## config.mk

```make
export PLATFORM = sky130hd
export DESIGN_NAME = dns_answer_record_extractor_core_flat
export DESIGN_NICKNAME = d
export VERILOG_FILES = /design/src/rtl/dnsx_pkg.sv /design/src/rtl/dnsx_byte_if.sv /design/src/rtl/dnsx_result_if.sv /design/src/rtl/dnsx_res_fifo.sv /design/src/rtl/dns_answer_record_extractor_core.sv /design/src/flat_wrapper.sv
export SDC_FILE = /design/constraint.sdc
export NUM_CORES = 2
export LEC_CHECK = 0
export BUFFER_PORTS_ARGS = -buffer_cell sky130_fd_sc_hd__buf_2
export CAP_MARGIN = 20
export CORE_MARGIN = 3
export CORE_UTILIZATION = 40
export CTS_BUF_LIST = sky130_fd_sc_hd__clkbuf_8
export DETAILED_ROUTE_END_ITERATION = 8
export PLACE_DENSITY_LB_ADDON = 0.3
export SYNTH_ARGS = -nofsm -noshare
export SYNTH_HDL_FRONTEND = slang
export SYNTH_SLANG_ARGS = --single-unit
```

## constraint.sdc

```tcl
create_clock -name clk -period 10 [get_ports clk]
set_input_delay 2 -clock clk [delete_from_list [all_inputs] [get_ports clk]]
set_output_delay 2 -clock clk [all_outputs]
set_load 0.05 [all_outputs]
```

## src/rtl/dnsx_pkg.sv

```systemverilog
`timescale 1ns / 1ps
// ----------------------------------------------------------------------------
// dnsx_pkg
// Shared types and constants for the DNS answer record extractor.
// ----------------------------------------------------------------------------
package dnsx_pkg;

  // message size limit, bytes at or past this position are not parsed
  localparam int MAX_MESSAGE_BYTES = 4096;
  localparam int POS_W = $clog2(MAX_MESSAGE_BYTES + 1);

  // header layout
  localparam int HDR_FLAGS_HI = 2;
  localparam int HDR_FLAGS_LO = 3;
  localparam int HDR_COUNT_HI = 6;
  localparam int HDR_COUNT_LO = 7;
  localparam int QUESTION_FIXED_BYTES = 18;
  localparam int START_W = 9;

  // answer record fixed part, offsets from the name pointer
  localparam int OFF_W = 4;
  localparam int OFF_TYPE_HI = 2;
  localparam int OFF_TYPE_LO = 3;
  localparam int OFF_TTL_FIRST = 6;
  localparam int OFF_TTL_LAST = 9;
  localparam int OFF_LEN_HI = 10;
  localparam int OFF_LEN_LO = 11;

  // record types
  localparam logic [15:0] TYPE_A = 16'd1;
  localparam logic [15:0] TYPE_AAAA = 16'd28;
  localparam logic [15:0] TYPE_SOA = 16'd6;

  // address lengths in bytes
  localparam logic [15:0] A_ADDR_BYTES = 16'd4;
  localparam logic [15:0] AAAA_ADDR_BYTES = 16'd16;

  // result kinds
  localparam logic [2:0] KIND_A = 3'd0;
  localparam logic [2:0] KIND_AAAA = 3'd1;
  localparam logic [2:0] KIND_SOA = 3'd2;
  localparam logic [2:0] KIND_END = 3'd3;
  localparam logic [2:0] KIND_TRUNC = 3'd4;

  // result queue
  localparam int RQ_DEPTH = 4;
  localparam int RQ_PTR_W = $clog2(RQ_DEPTH);
  localparam int RQ_CNT_W = $clog2(RQ_DEPTH + 1);

  typedef enum logic [1:0] {
    PH_HEADER,
    PH_FIXED,
    PH_ADDR,
    PH_SKIP
  } phase_t;

  typedef struct packed {
    logic [2:0]  result_kind;
    logic [31:0] time_to_live;
    logic [63:0] address_upper;
    logic [63:0] address_lower;
    logic [15:0] message_flags;
    logic [15:0] answer_count;
    logic        last_result;
  } result_t;

  // up to two results written per accepted byte, slot 1 only with slot 0
  typedef struct packed {
    logic    valid0;
    logic    valid1;
    result_t data0;
    result_t data1;
  } push_t;

endpackage

```

## src/rtl/dnsx_byte_if.sv

```systemverilog
`timescale 1ns / 1ps
// ----------------------------------------------------------------------------
// dnsx_byte_if
// Message byte channel: valid/ready handshake with one byte per transaction.
// ----------------------------------------------------------------------------
interface dnsx_byte_if;
  logic       valid;
  logic       ready;
  logic [7:0] byte_value;
  logic       last_byte;

  modport source (output valid, output byte_value, output last_byte, input ready);
  modport sink (input valid, input byte_value, input last_byte, output ready);
endinterface

```

## src/rtl/dnsx_result_if.sv

```systemverilog
`timescale 1ns / 1ps
// ----------------------------------------------------------------------------
// dnsx_result_if
// Result channel: valid/ready handshake with one extracted result per transaction.
// ----------------------------------------------------------------------------
interface dnsx_result_if;
  logic        valid;
  logic        ready;
  logic [2:0]  result_kind;
  logic [31:0] time_to_live;
  logic [63:0] address_upper;
  logic [63:0] address_lower;
  logic [15:0] message_flags;
  logic [15:0] answer_count;
  logic        last_result;

  modport source (
    output valid, output result_kind, output time_to_live, output address_upper,
    output address_lower, output message_flags, output answer_count,
    output last_result, input ready
  );
  modport sink (
    input valid, input result_kind, input time_to_live, input address_upper,
    input address_lower, input message_flags, input answer_count,
    input last_result, output ready
  );
endinterface

```

## src/rtl/dnsx_res_fifo.sv

```systemverilog
`timescale 1ns / 1ps
// ----------------------------------------------------------------------------
// dnsx_res_fifo
// Small result queue: takes up to two results per cycle, hands out one.
// ----------------------------------------------------------------------------
module dnsx_res_fifo (
  input  logic             clk,
  input  logic             rst,
  input  dnsx_pkg::push_t  push,
  output logic             room_for_two,
  output logic             out_valid,
  input  logic             out_ready,
  output dnsx_pkg::result_t out_data
);
  import dnsx_pkg::*;

  result_t               entries [RQ_DEPTH];
  logic [RQ_PTR_W-1:0]   wr_ptr;
  logic [RQ_PTR_W-1:0]   rd_ptr;
  logic [RQ_CNT_W-1:0]   count;
  logic [RQ_CNT_W-1:0]   count_next;
  logic [RQ_PTR_W-1:0]   wr_ptr_next;
  logic [RQ_CNT_W-1:0]   push_n;
  logic                  pop;

  // occupancy and handshake
  assign pop          = out_valid && out_ready;
  assign out_valid    = (count != '0);
  assign out_data     = entries[rd_ptr];
  assign room_for_two = (count <= RQ_CNT_W'(RQ_DEPTH - 2));
  assign push_n       = RQ_CNT_W'(push.valid0) + RQ_CNT_W'(push.valid1);
  assign count_next   = count + push_n - RQ_CNT_W'(pop);
  assign wr_ptr_next  = wr_ptr + RQ_PTR_W'(push_n);

  // pointers and count
  always_ff @(posedge clk) begin
    if (rst) begin
      wr_ptr <= '0;
      rd_ptr <= '0;
      count  <= '0;
    end else begin
      wr_ptr <= wr_ptr_next;
      rd_ptr <= rd_ptr + RQ_PTR_W'(pop);
      count  <= count_next;
    end
  end

  // entry storage
  always_ff @(posedge clk) begin
    if (push.valid0) begin
      entries[wr_ptr] <= push.data0;
    end
    if (push.valid1) begin
      entries[wr_ptr + RQ_PTR_W'(1)] <= push.data1;
    end
  end

  // checks
  a_count_bound: assert property (@(posedge clk) disable iff (rst)
    count <= RQ_CNT_W'(RQ_DEPTH))
    else $error("result queue count past depth");

  a_slot_order: assert property (@(posedge clk) disable iff (rst)
    push.valid1 |-> push.valid0)
    else $error("second result pushed without first");

  a_count_track: assert property (@(posedge clk) disable iff (rst)
    !rst |=> count == $past(count) + $past(push_n) - RQ_CNT_W'($past(pop)))
    else $error("result queue count out of step");

  a_no_overfill: assert property (@(posedge clk) disable iff (rst)
    push.valid0 |-> count + push_n <= RQ_CNT_W'(RQ_DEPTH))
    else $error("result queue overfilled");

endmodule

```

## src/rtl/dns_answer_record_extractor_core.sv

```systemverilog
`timescale 1ns / 1ps
// ----------------------------------------------------------------------------
// dns_answer_record_extractor_core
// Walks a DNS response one byte per transaction, captures the header flags
// and answer count, and reports A/AAAA records, SOA stops, truncated records
// and the end of each message.
// ----------------------------------------------------------------------------
//   channel      dir  transaction
//   byte_in      in   one message byte plus last_byte mark
//   result_out   out  one result: kind, ttl, address, flags, count, last
//   cfg_wr_*     in   query_name_length write, no handshake
//
// One byte is accepted per cycle; its state update and results are formed in
// the cycle it is accepted and land in a four-entry result queue.
// A byte yields at most two results (a record or truncation, then the end of
// message); the output side moves one per cycle.
// byte_in.ready drops while the queue has fewer than two free entries.
// Synchronous reset clears all parse state and the queue; the last byte of a
// message returns parse state to reset without touching query_name_length.
// ----------------------------------------------------------------------------
module dns_answer_record_extractor_core (
  input  logic clk,
  input  logic rst,
  input  logic cfg_wr_en,
  input  logic [7:0] cfg_wr_data,
  dnsx_byte_if.sink byte_in,
  dnsx_result_if.source result_out
);
  import dnsx_pkg::*;

  // configuration
  logic [7:0] query_name_length;

  // parse state
  logic [POS_W-1:0] byte_position, byte_position_next;
  phase_t           parse_phase, parse_phase_next;
  logic [OFF_W-1:0] record_offset, record_offset_next;
  logic [15:0]      record_type_word, record_type_word_next;
  logic [31:0]      ttl_shift, ttl_shift_next;
  logic [15:0]      data_length, data_length_next;
  logic [63:0]      address_shift_upper, address_shift_upper_next;
  logic [63:0]      address_shift_lower, address_shift_lower_next;
  logic [15:0]      flags_copy, flags_copy_next;
  logic [15:0]      count_copy, count_copy_next;
  logic             stopped, stopped_next;

  // working signals
  logic             accept;
  logic             parse_en;
  logic [7:0]       b;
  logic [START_W-1:0] answer_start;
  logic [15:0]      type_cur;
  logic [15:0]      dlen_cur;
  logic [15:0]      dlen_dec;
  logic             rec_valid;
  result_t          rec_res;
  result_t          trunc_res;
  result_t          end_res;
  logic             open_rec;
  push_t            push;
  logic             room_for_two;
  result_t          out_data;

  assign accept       = byte_in.valid && byte_in.ready;
  assign byte_in.ready = room_for_two;
  assign b            = byte_in.byte_value;
  assign parse_en     = !stopped && (byte_position < POS_W'(MAX_MESSAGE_BYTES));
  assign answer_start = START_W'(QUESTION_FIXED_BYTES) + START_W'(query_name_length);

  // configuration register
  always_ff @(posedge clk) begin
    if (rst) begin
      query_name_length <= '0;
    end else if (cfg_wr_en) begin
      query_name_length <= cfg_wr_data;
    end
  end

  // next parse state and results for the accepted byte
  always_comb begin
    byte_position_next       = byte_position;
    parse_phase_next         = parse_phase;
    record_offset_next       = record_offset;
    record_type_word_next    = record_type_word;
    ttl_shift_next           = ttl_shift;
    data_length_next         = data_length;
    address_shift_upper_next = address_shift_upper;
    address_shift_lower_next = address_shift_lower;
    flags_copy_next          = flags_copy;
    count_copy_next          = count_copy;
    stopped_next             = stopped;
    rec_valid                = 1'b0;
    rec_res                  = '0;
    type_cur                 = record_type_word;
    dlen_cur                 = data_length;
    dlen_dec                 = data_length - 16'd1;

    if (parse_en) begin
      byte_position_next = byte_position + POS_W'(1);
      case (parse_phase)
        PH_HEADER: begin
          if (byte_position == POS_W'(HDR_FLAGS_HI) ||
              byte_position == POS_W'(HDR_FLAGS_LO)) begin
            flags_copy_next = {flags_copy[7:0], b};
          end else if (byte_position == POS_W'(HDR_COUNT_HI) ||
                       byte_position == POS_W'(HDR_COUNT_LO)) begin
            count_copy_next = {count_copy[7:0], b};
          end
          if ((POS_W+1)'(byte_position) + (POS_W+1)'(1) >=
              (POS_W+1)'(answer_start)) begin
            parse_phase_next   = PH_FIXED;
            record_offset_next = '0;
          end
        end
        PH_FIXED: begin
          if (record_offset == OFF_W'(OFF_TYPE_HI) ||
              record_offset == OFF_W'(OFF_TYPE_LO)) begin
            type_cur              = {record_type_word[7:0], b};
            record_type_word_next = type_cur;
          end else if (record_offset >= OFF_W'(OFF_TTL_FIRST) &&
                       record_offset <= OFF_W'(OFF_TTL_LAST)) begin
            ttl_shift_next = {ttl_shift[23:0], b};
          end else if (record_offset == OFF_W'(OFF_LEN_HI) ||
                       record_offset == OFF_W'(OFF_LEN_LO)) begin
            dlen_cur         = {data_length[7:0], b};
            data_length_next = dlen_cur;
          end

          if (record_offset == OFF_W'(OFF_TYPE_LO) && type_cur == TYPE_SOA) begin
            // start of authority: no address, ignore the rest
            rec_valid             = 1'b1;
            rec_res.result_kind   = KIND_SOA;
            stopped_next          = 1'b1;
          end else if (record_offset == OFF_W'(OFF_LEN_LO)) begin
            record_offset_next = '0;
            if (type_cur == TYPE_A || type_cur == TYPE_AAAA) begin
              data_length_next         = (type_cur == TYPE_A) ? A_ADDR_BYTES
                                                              : AAAA_ADDR_BYTES;
              address_shift_upper_next = '0;
              address_shift_lower_next = '0;
              parse_phase_next         = PH_ADDR;
            end else if (dlen_cur != 16'd0) begin
              parse_phase_next = PH_SKIP;
            end
          end else begin
            record_offset_next = record_offset + OFF_W'(1);
          end
        end
        PH_ADDR: begin
          address_shift_upper_next = {address_shift_upper[55:0],
                                      address_shift_lower[63:56]};
          address_shift_lower_next = {address_shift_lower[55:0], b};
          data_length_next         = dlen_dec;
          if (dlen_dec == 16'd0) begin
            rec_valid             = 1'b1;
            rec_res.result_kind   = (record_type_word == TYPE_A) ? KIND_A : KIND_AAAA;
            rec_res.time_to_live  = ttl_shift;
            rec_res.address_upper = address_shift_upper_next;
            rec_res.address_lower = address_shift_lower_next;
            parse_phase_next      = PH_FIXED;
            record_offset_next    = '0;
          end
        end
        PH_SKIP: begin
          data_length_next = dlen_dec;
          if (dlen_dec == 16'd0) begin
            parse_phase_next   = PH_FIXED;
            record_offset_next = '0;
          end
        end
        default: begin
          parse_phase_next = PH_HEADER;
        end
      endcase
    end

    // end of message results
    open_rec = (parse_phase_next != PH_HEADER) &&
               ((parse_phase_next != PH_FIXED) || (record_offset_next != '0));
    trunc_res             = '0;
    trunc_res.result_kind = KIND_TRUNC;
    end_res               = '0;
    end_res.result_kind   = KIND_END;
    end_res.message_flags = flags_copy_next;
    end_res.answer_count  = count_copy_next;
    end_res.last_result   = 1'b1;

    push = '0;
    if (accept) begin
      if (byte_in.last_byte) begin
        if (rec_valid) begin
          push.valid0 = 1'b1;
          push.data0  = rec_res;
          push.valid1 = 1'b1;
          push.data1  = end_res;
        end else if (!stopped_next && open_rec) begin
          push.valid0 = 1'b1;
          push.data0  = trunc_res;
          push.valid1 = 1'b1;
          push.data1  = end_res;
        end else begin
          push.valid0 = 1'b1;
          push.data0  = end_res;
        end
      end else if (rec_valid) begin
        push.valid0 = 1'b1;
        push.data0  = rec_res;
      end
    end
  end

  // parse state registers
  always_ff @(posedge clk) begin
    if (rst || (accept && byte_in.last_byte)) begin
      byte_position       <= '0;
      parse_phase         <= PH_HEADER;
      record_offset       <= '0;
      record_type_word    <= '0;
      ttl_shift           <= '0;
      data_length         <= '0;
      address_shift_upper <= '0;
      address_shift_lower <= '0;
      flags_copy          <= '0;
      count_copy          <= '0;
      stopped             <= 1'b0;
    end else if (accept) begin
      byte_position       <= byte_position_next;
      parse_phase         <= parse_phase_next;
      record_offset       <= record_offset_next;
      record_type_word    <= record_type_word_next;
      ttl_shift           <= ttl_shift_next;
      data_length         <= data_length_next;
      address_shift_upper <= address_shift_upper_next;
      address_shift_lower <= address_shift_lower_next;
      flags_copy          <= flags_copy_next;
      count_copy          <= count_copy_next;
      stopped             <= stopped_next;
    end
  end

  // result queue
  dnsx_res_fifo u_res_fifo (
    .clk          (clk),
    .rst          (rst),
    .push         (push),
    .room_for_two (room_for_two),
    .out_valid    (result_out.valid),
    .out_ready    (result_out.ready),
    .out_data     (out_data)
  );

  assign result_out.result_kind   = out_data.result_kind;
  assign result_out.time_to_live  = out_data.time_to_live;
  assign result_out.address_upper = out_data.address_upper;
  assign result_out.address_lower = out_data.address_lower;
  assign result_out.message_flags = out_data.message_flags;
  assign result_out.answer_count  = out_data.answer_count;
  assign result_out.last_result   = out_data.last_result;

  // checks
  a_end_is_last: assert property (@(posedge clk) disable iff (rst)
    result_out.valid |-> (result_out.last_result == (result_out.result_kind == KIND_END)))
    else $error("last_result not tied to end of message");

  a_clear_after_last: assert property (@(posedge clk) disable iff (rst)
    accept && byte_in.last_byte |=> parse_phase == PH_HEADER && byte_position == '0
                                    && !stopped)
    else $error("parse state not cleared after last byte");

  a_stop_in_fixed: assert property (@(posedge clk) disable iff (rst)
    stopped |-> parse_phase == PH_FIXED && record_offset == OFF_W'(OFF_TYPE_LO))
    else $error("stop outside record type field");

  a_position_bound: assert property (@(posedge clk) disable iff (rst)
    byte_position <= POS_W'(MAX_MESSAGE_BYTES))
    else $error("byte position past message limit");

endmodule

```

## src/flat_wrapper.sv

```systemverilog
// flat-port wrapper written by rule: the top's interface ports become plain ports
module dns_answer_record_extractor_core_flat import dnsx_pkg::*;
  (clk, rst, cfg_wr_en, cfg_wr_data, byte_in_valid, byte_in_byte_value, byte_in_last_byte, byte_in_ready, result_out_valid, result_out_result_kind, result_out_time_to_live, result_out_address_upper, result_out_address_lower, result_out_message_flags, result_out_answer_count, result_out_last_result, result_out_ready);
  dnsx_byte_if byte_in_i ();
  dnsx_result_if result_out_i ();
  input  logic clk;
  input  logic rst;
  input  logic cfg_wr_en;
  input  logic [7:0] cfg_wr_data;
  input wire logic [$bits(byte_in_i.valid)-1:0] byte_in_valid;
  input wire logic [$bits(byte_in_i.byte_value)-1:0] byte_in_byte_value;
  input wire logic [$bits(byte_in_i.last_byte)-1:0] byte_in_last_byte;
  output wire logic [$bits(byte_in_i.ready)-1:0] byte_in_ready;
  output wire logic [$bits(result_out_i.valid)-1:0] result_out_valid;
  output wire logic [$bits(result_out_i.result_kind)-1:0] result_out_result_kind;
  output wire logic [$bits(result_out_i.time_to_live)-1:0] result_out_time_to_live;
  output wire logic [$bits(result_out_i.address_upper)-1:0] result_out_address_upper;
  output wire logic [$bits(result_out_i.address_lower)-1:0] result_out_address_lower;
  output wire logic [$bits(result_out_i.message_flags)-1:0] result_out_message_flags;
  output wire logic [$bits(result_out_i.answer_count)-1:0] result_out_answer_count;
  output wire logic [$bits(result_out_i.last_result)-1:0] result_out_last_result;
  input wire logic [$bits(result_out_i.ready)-1:0] result_out_ready;
  assign byte_in_i.valid = byte_in_valid;
  assign byte_in_i.byte_value = byte_in_byte_value;
  assign byte_in_i.last_byte = byte_in_last_byte;
  assign byte_in_ready = byte_in_i.ready;
  assign result_out_valid = result_out_i.valid;
  assign result_out_result_kind = result_out_i.result_kind;
  assign result_out_time_to_live = result_out_i.time_to_live;
  assign result_out_address_upper = result_out_i.address_upper;
  assign result_out_address_lower = result_out_i.address_lower;
  assign result_out_message_flags = result_out_i.message_flags;
  assign result_out_answer_count = result_out_i.answer_count;
  assign result_out_last_result = result_out_i.last_result;
  assign result_out_i.ready = result_out_ready;
  dns_answer_record_extractor_core u_core (.clk(clk), .rst(rst), .cfg_wr_en(cfg_wr_en), .cfg_wr_data(cfg_wr_data), .byte_in(byte_in_i), .result_out(result_out_i));
endmodule
```

==> out/results.txt <==
status -> finished, final reports clean
#FFs+latches synth -> 1035
final WL -> 120000 um
vias in the first global route -> 30200
Root Driver -> clkbuf_8
antenna viol nets, final -> 0
global-route wire length before repair -> 185000 um
Setup violations, final -> 0
maxcap violations -> 0
drt via density -> 5.84
die height -> 326 um
PwrDens -> 200 mW/mm^2
Post-synth EDFFs -> 140
Post-synth top flop -> dfxtp_1
initial antenna violation count -> 6
Crit. Startpoint -> byte_in_byte_value[5]
Initial Util -> 40.7%
post-synth top area cell -> dfxtp_1
min-delay worst type -> flip-flop to flip-flop
Critical Setup Path Class -> primary input to flip-flop
CP Data Arrival Time -> 6680 ps
post-layout instance area -> 0.0465 mm^2
GRT overflow -> 0
# H-tree levels -> 4
Iteration-0 DRC Markers -> 2961
syn_nets -> 3663
GRT Total Usage -> 21.9%
ratio of cells with drive above 1 in the final layout -> 19.9%
CP required -> 10760 ps
Max-slew headroom -> 24.6%
Core ar. -> 0.101 mm^2
fin crit period -> 5910 ps
DP HPWL -> 65400 um
Port-buffer cells -> 219
Syn Std Cell Area -> 0.0410 mm^2
RSZ-0062 raised after global routing -> false
part of the cycle the worst path needs -> 59.1%
Multi-input gate area -> 0.0174 mm^2
Ys Warns -> 0
Post-CTS Hold Fix Bufs -> 0
largest net degree at the start of global routing -> 177
CTS tree -> yes
number of CTS-inserted buffers -> 172
clk sinks -> 1035
Reg clk slew, reported paths -> 60 ps
synth top area cells -> dfxtp_1, a22o_1, mux4_2
Vias -> 30500
TNS Setup -> 0 ps
P&R area growth vs syn -> 13.3%
startpoint types -> primary input
Die X -> 326 um
Max clock buf depth -> 3
Top Ports -> 220
Setup crit end kind -> flip-flop
worst-margin pin slew -> 1130 ps
DRT Pass-1 Iters -> 5
GP Congestion -> 0.828
Final Max Slew Viols -> 0
hold_sp -> u_core.flags_copy[15]
drc violations -> 0
nets@finish -> 3767
Pleak -> 17.3 nW
number of post-CTS setup repair buffers -> 0
Mapped Cells -> 3611
register area -> 0.0221 mm^2
mean post-synth cell area -> 11.4 um^2
Peak Freq -> 169 MHz
Placed Instance Area -> 0.0428 mm^2
worst r2r src -> u_core.byte_position[2]
maximum vdd drop -> 128 uV
Gates resized, CTS repair -> 0
WL/cell -> 22.9 um
share of the synthesized area in the top cell type -> 43.7%
Unique masters post-synth -> 75
Async S/R FF share, synth -> 0%
clk_lat worst skew -> 870 ps
# fillers -> 9248
final hold vios -> 0
crit-path max FO -> 68
Die Area -> 0.106 mm^2
Final Skew -> 47.0 ps
register area share after synthesis -> 53.9%
row count -> 116
final cells by class:
type	instances	share of cell area [%]
Timing Repair Buffer	267	3.25
Inverter	33	0.266
Clock inverter	90	1.18
Antenna cell	5	0.0269
Clock buffer	224	6.63
Tap cell	1357	3.65
Sequential cell	1035	47.6
Multi-Input combinational cell	2206	37.4
registers in the layout (all words and copies together), names as in the netlist:
name                        count
u_core.byte_position           13
u_core.parse_phase              2
u_core.ttl_shift               32
u_core.u_res_fifo.rd_ptr        2
u_core.count_copy              16
u_core.record_offset            4
u_core.data_length             16
u_core.address_shift_upper     56
u_core.u_res_fifo.wr_ptr        2
u_core.record_type_word        16
u_core.u_res_fifo.count         3
u_core.flags_copy              16
u_core.u_res_fifo.entries     784
u_core.address_shift_lower     64
u_core.query_name_length        8
u_core.stopped                  1
per-layer routing:
metal	vias up	GRT usage, %	share of wire [%]
met5	-	0	0
met4	0	6.22	2.1
met3	184	5.02	7.8
met2	1127	34.6	46
met1	15400	30.2	44
li1	13800	-	-
synth_stat cells, types with 3 or more instances:
cell	n
a22oi_2	4
a22oi_1	124
and3_1	7
nor4b_1	3
o31ai_1	3
a211oi_1	5
nand3_1	146
or3_1	10
nor4_1	9
mux2i_1	80
nor2b_1	8
o2111ai_1	4
nor2_1	254
o21a_1	4
xnor2_1	15
a21oi_1	303
o22ai_1	7
buf_2	51
nor3b_1	3
mux4_2	196
and2_1	6
dfxtp_1	895
nand2b_1	8
a221oi_1	3
or2_2	5
buf_6	25
o21ai_0	48
a22o_1	530
clkbuf_1	226
ha_1	29
edfxtp_1	140
a31oi_1	6
inv_2	4
o211ai_1	4
nor3_1	21
nand4_1	9
nand2_1	290
nand4b_1	3
inv_1	28
xor2_1	16
buf_1	31
path summary, 6_finish.rpt:
| kind | endpoint | slack [ps] | depth (start not counted) |
|---|---|---|---|
| worst min-delay path | u_core.flags_copy[15] | 450 | 2 |
| worst min register to register | u_core.flags_copy[15] | 450 | 2 |
| worst max register to register | u_core.u_res_fifo.entries[2][94] | 4200 | 15 |
| worst max-delay path | u_core.u_res_fifo.entries[2][94] | 4090 | 14 |
critical path, stage by stage:
cell and delay (ps):
buf_2 240, nor3_1 290, nand4b_1 180, o31ai_1 330, and3_1 370, o211ai_1 140, o211a_1 260, o2111ai_1 150
and3_1 270, a21oi_4 120, buf_4 410, a21oi_4 650, buf_4 840, a22o_1 270
report_power, final:
part / switching, mW / leakage (nW) / internal [mW]
sequential: 0.0811 / 8.46 / 4.25
combinational: 0.764 / 6.76 / 0.365
clock: 1.77 / 2.06 / 2.08
kinds of logic (layout without fill, tap and decap cells):
logic type               after synthesis  in the layout  synth area share [%]
AO/OA/AOI/OAI                       1067           1067                  19.1
XOR/XNOR                              32             32                 0.701
adder cells (fa/ha/maj)               30             30                 0.933
buffers and inverters                370            614                  4.02
flip-flops                          1035           1035                  53.9
multiplexers                         277            277                  12.7
other                                  0              5                     0
AND/OR/NAND/NOR                      800            800                  8.59
metrics by stage:
stage | power, mW | hold WS, ps | util (%) | setup slack [ps] | std cells
2_1_floorplan | 5.25 | 435 | - | 4340 | 3611
3_3_place_gp | 5.57 | 440 | 42.5 | 3460 | 4897
3_5_place_dp | 5.57 | 446 | 42.5 | 3320 | 4898
4_1_cts | 9.41 | 454 | 46.1 | 4210 | 5212
5_1_grt | 9.66 | 473 | 46.1 | 3780 | 5213
6_report | 9.30 | 452 | 46.1 | 4090 | 5217
placed cells by master, fill, tap and decap left out, drive strengths merged, types with 4 or more instances in the layout:
cell type  count
and3           7
or3           12
mux2i         80
nor2b          8
nor3          24
o2111ai        4
nand2        291
edfxtp       140
a31oi          6
a22oi        128
o211ai         4
nand4         10
nand3        146
dfxtp        895
diode          5
xnor2         16
clkinvlp       6
mux4         196
nor4          11
and2           6
ha            29
a211oi         5
o21a           4
clkbuf       224
a21oi        307
nor2         254
o22ai          7
nand2b         8
a22o         530
clkinv        22
or2            6
buf          267
inv           93
xor2          16
o21ai         50
nor4b          4
Note: power is estimated with default switching activity, not from simulation.
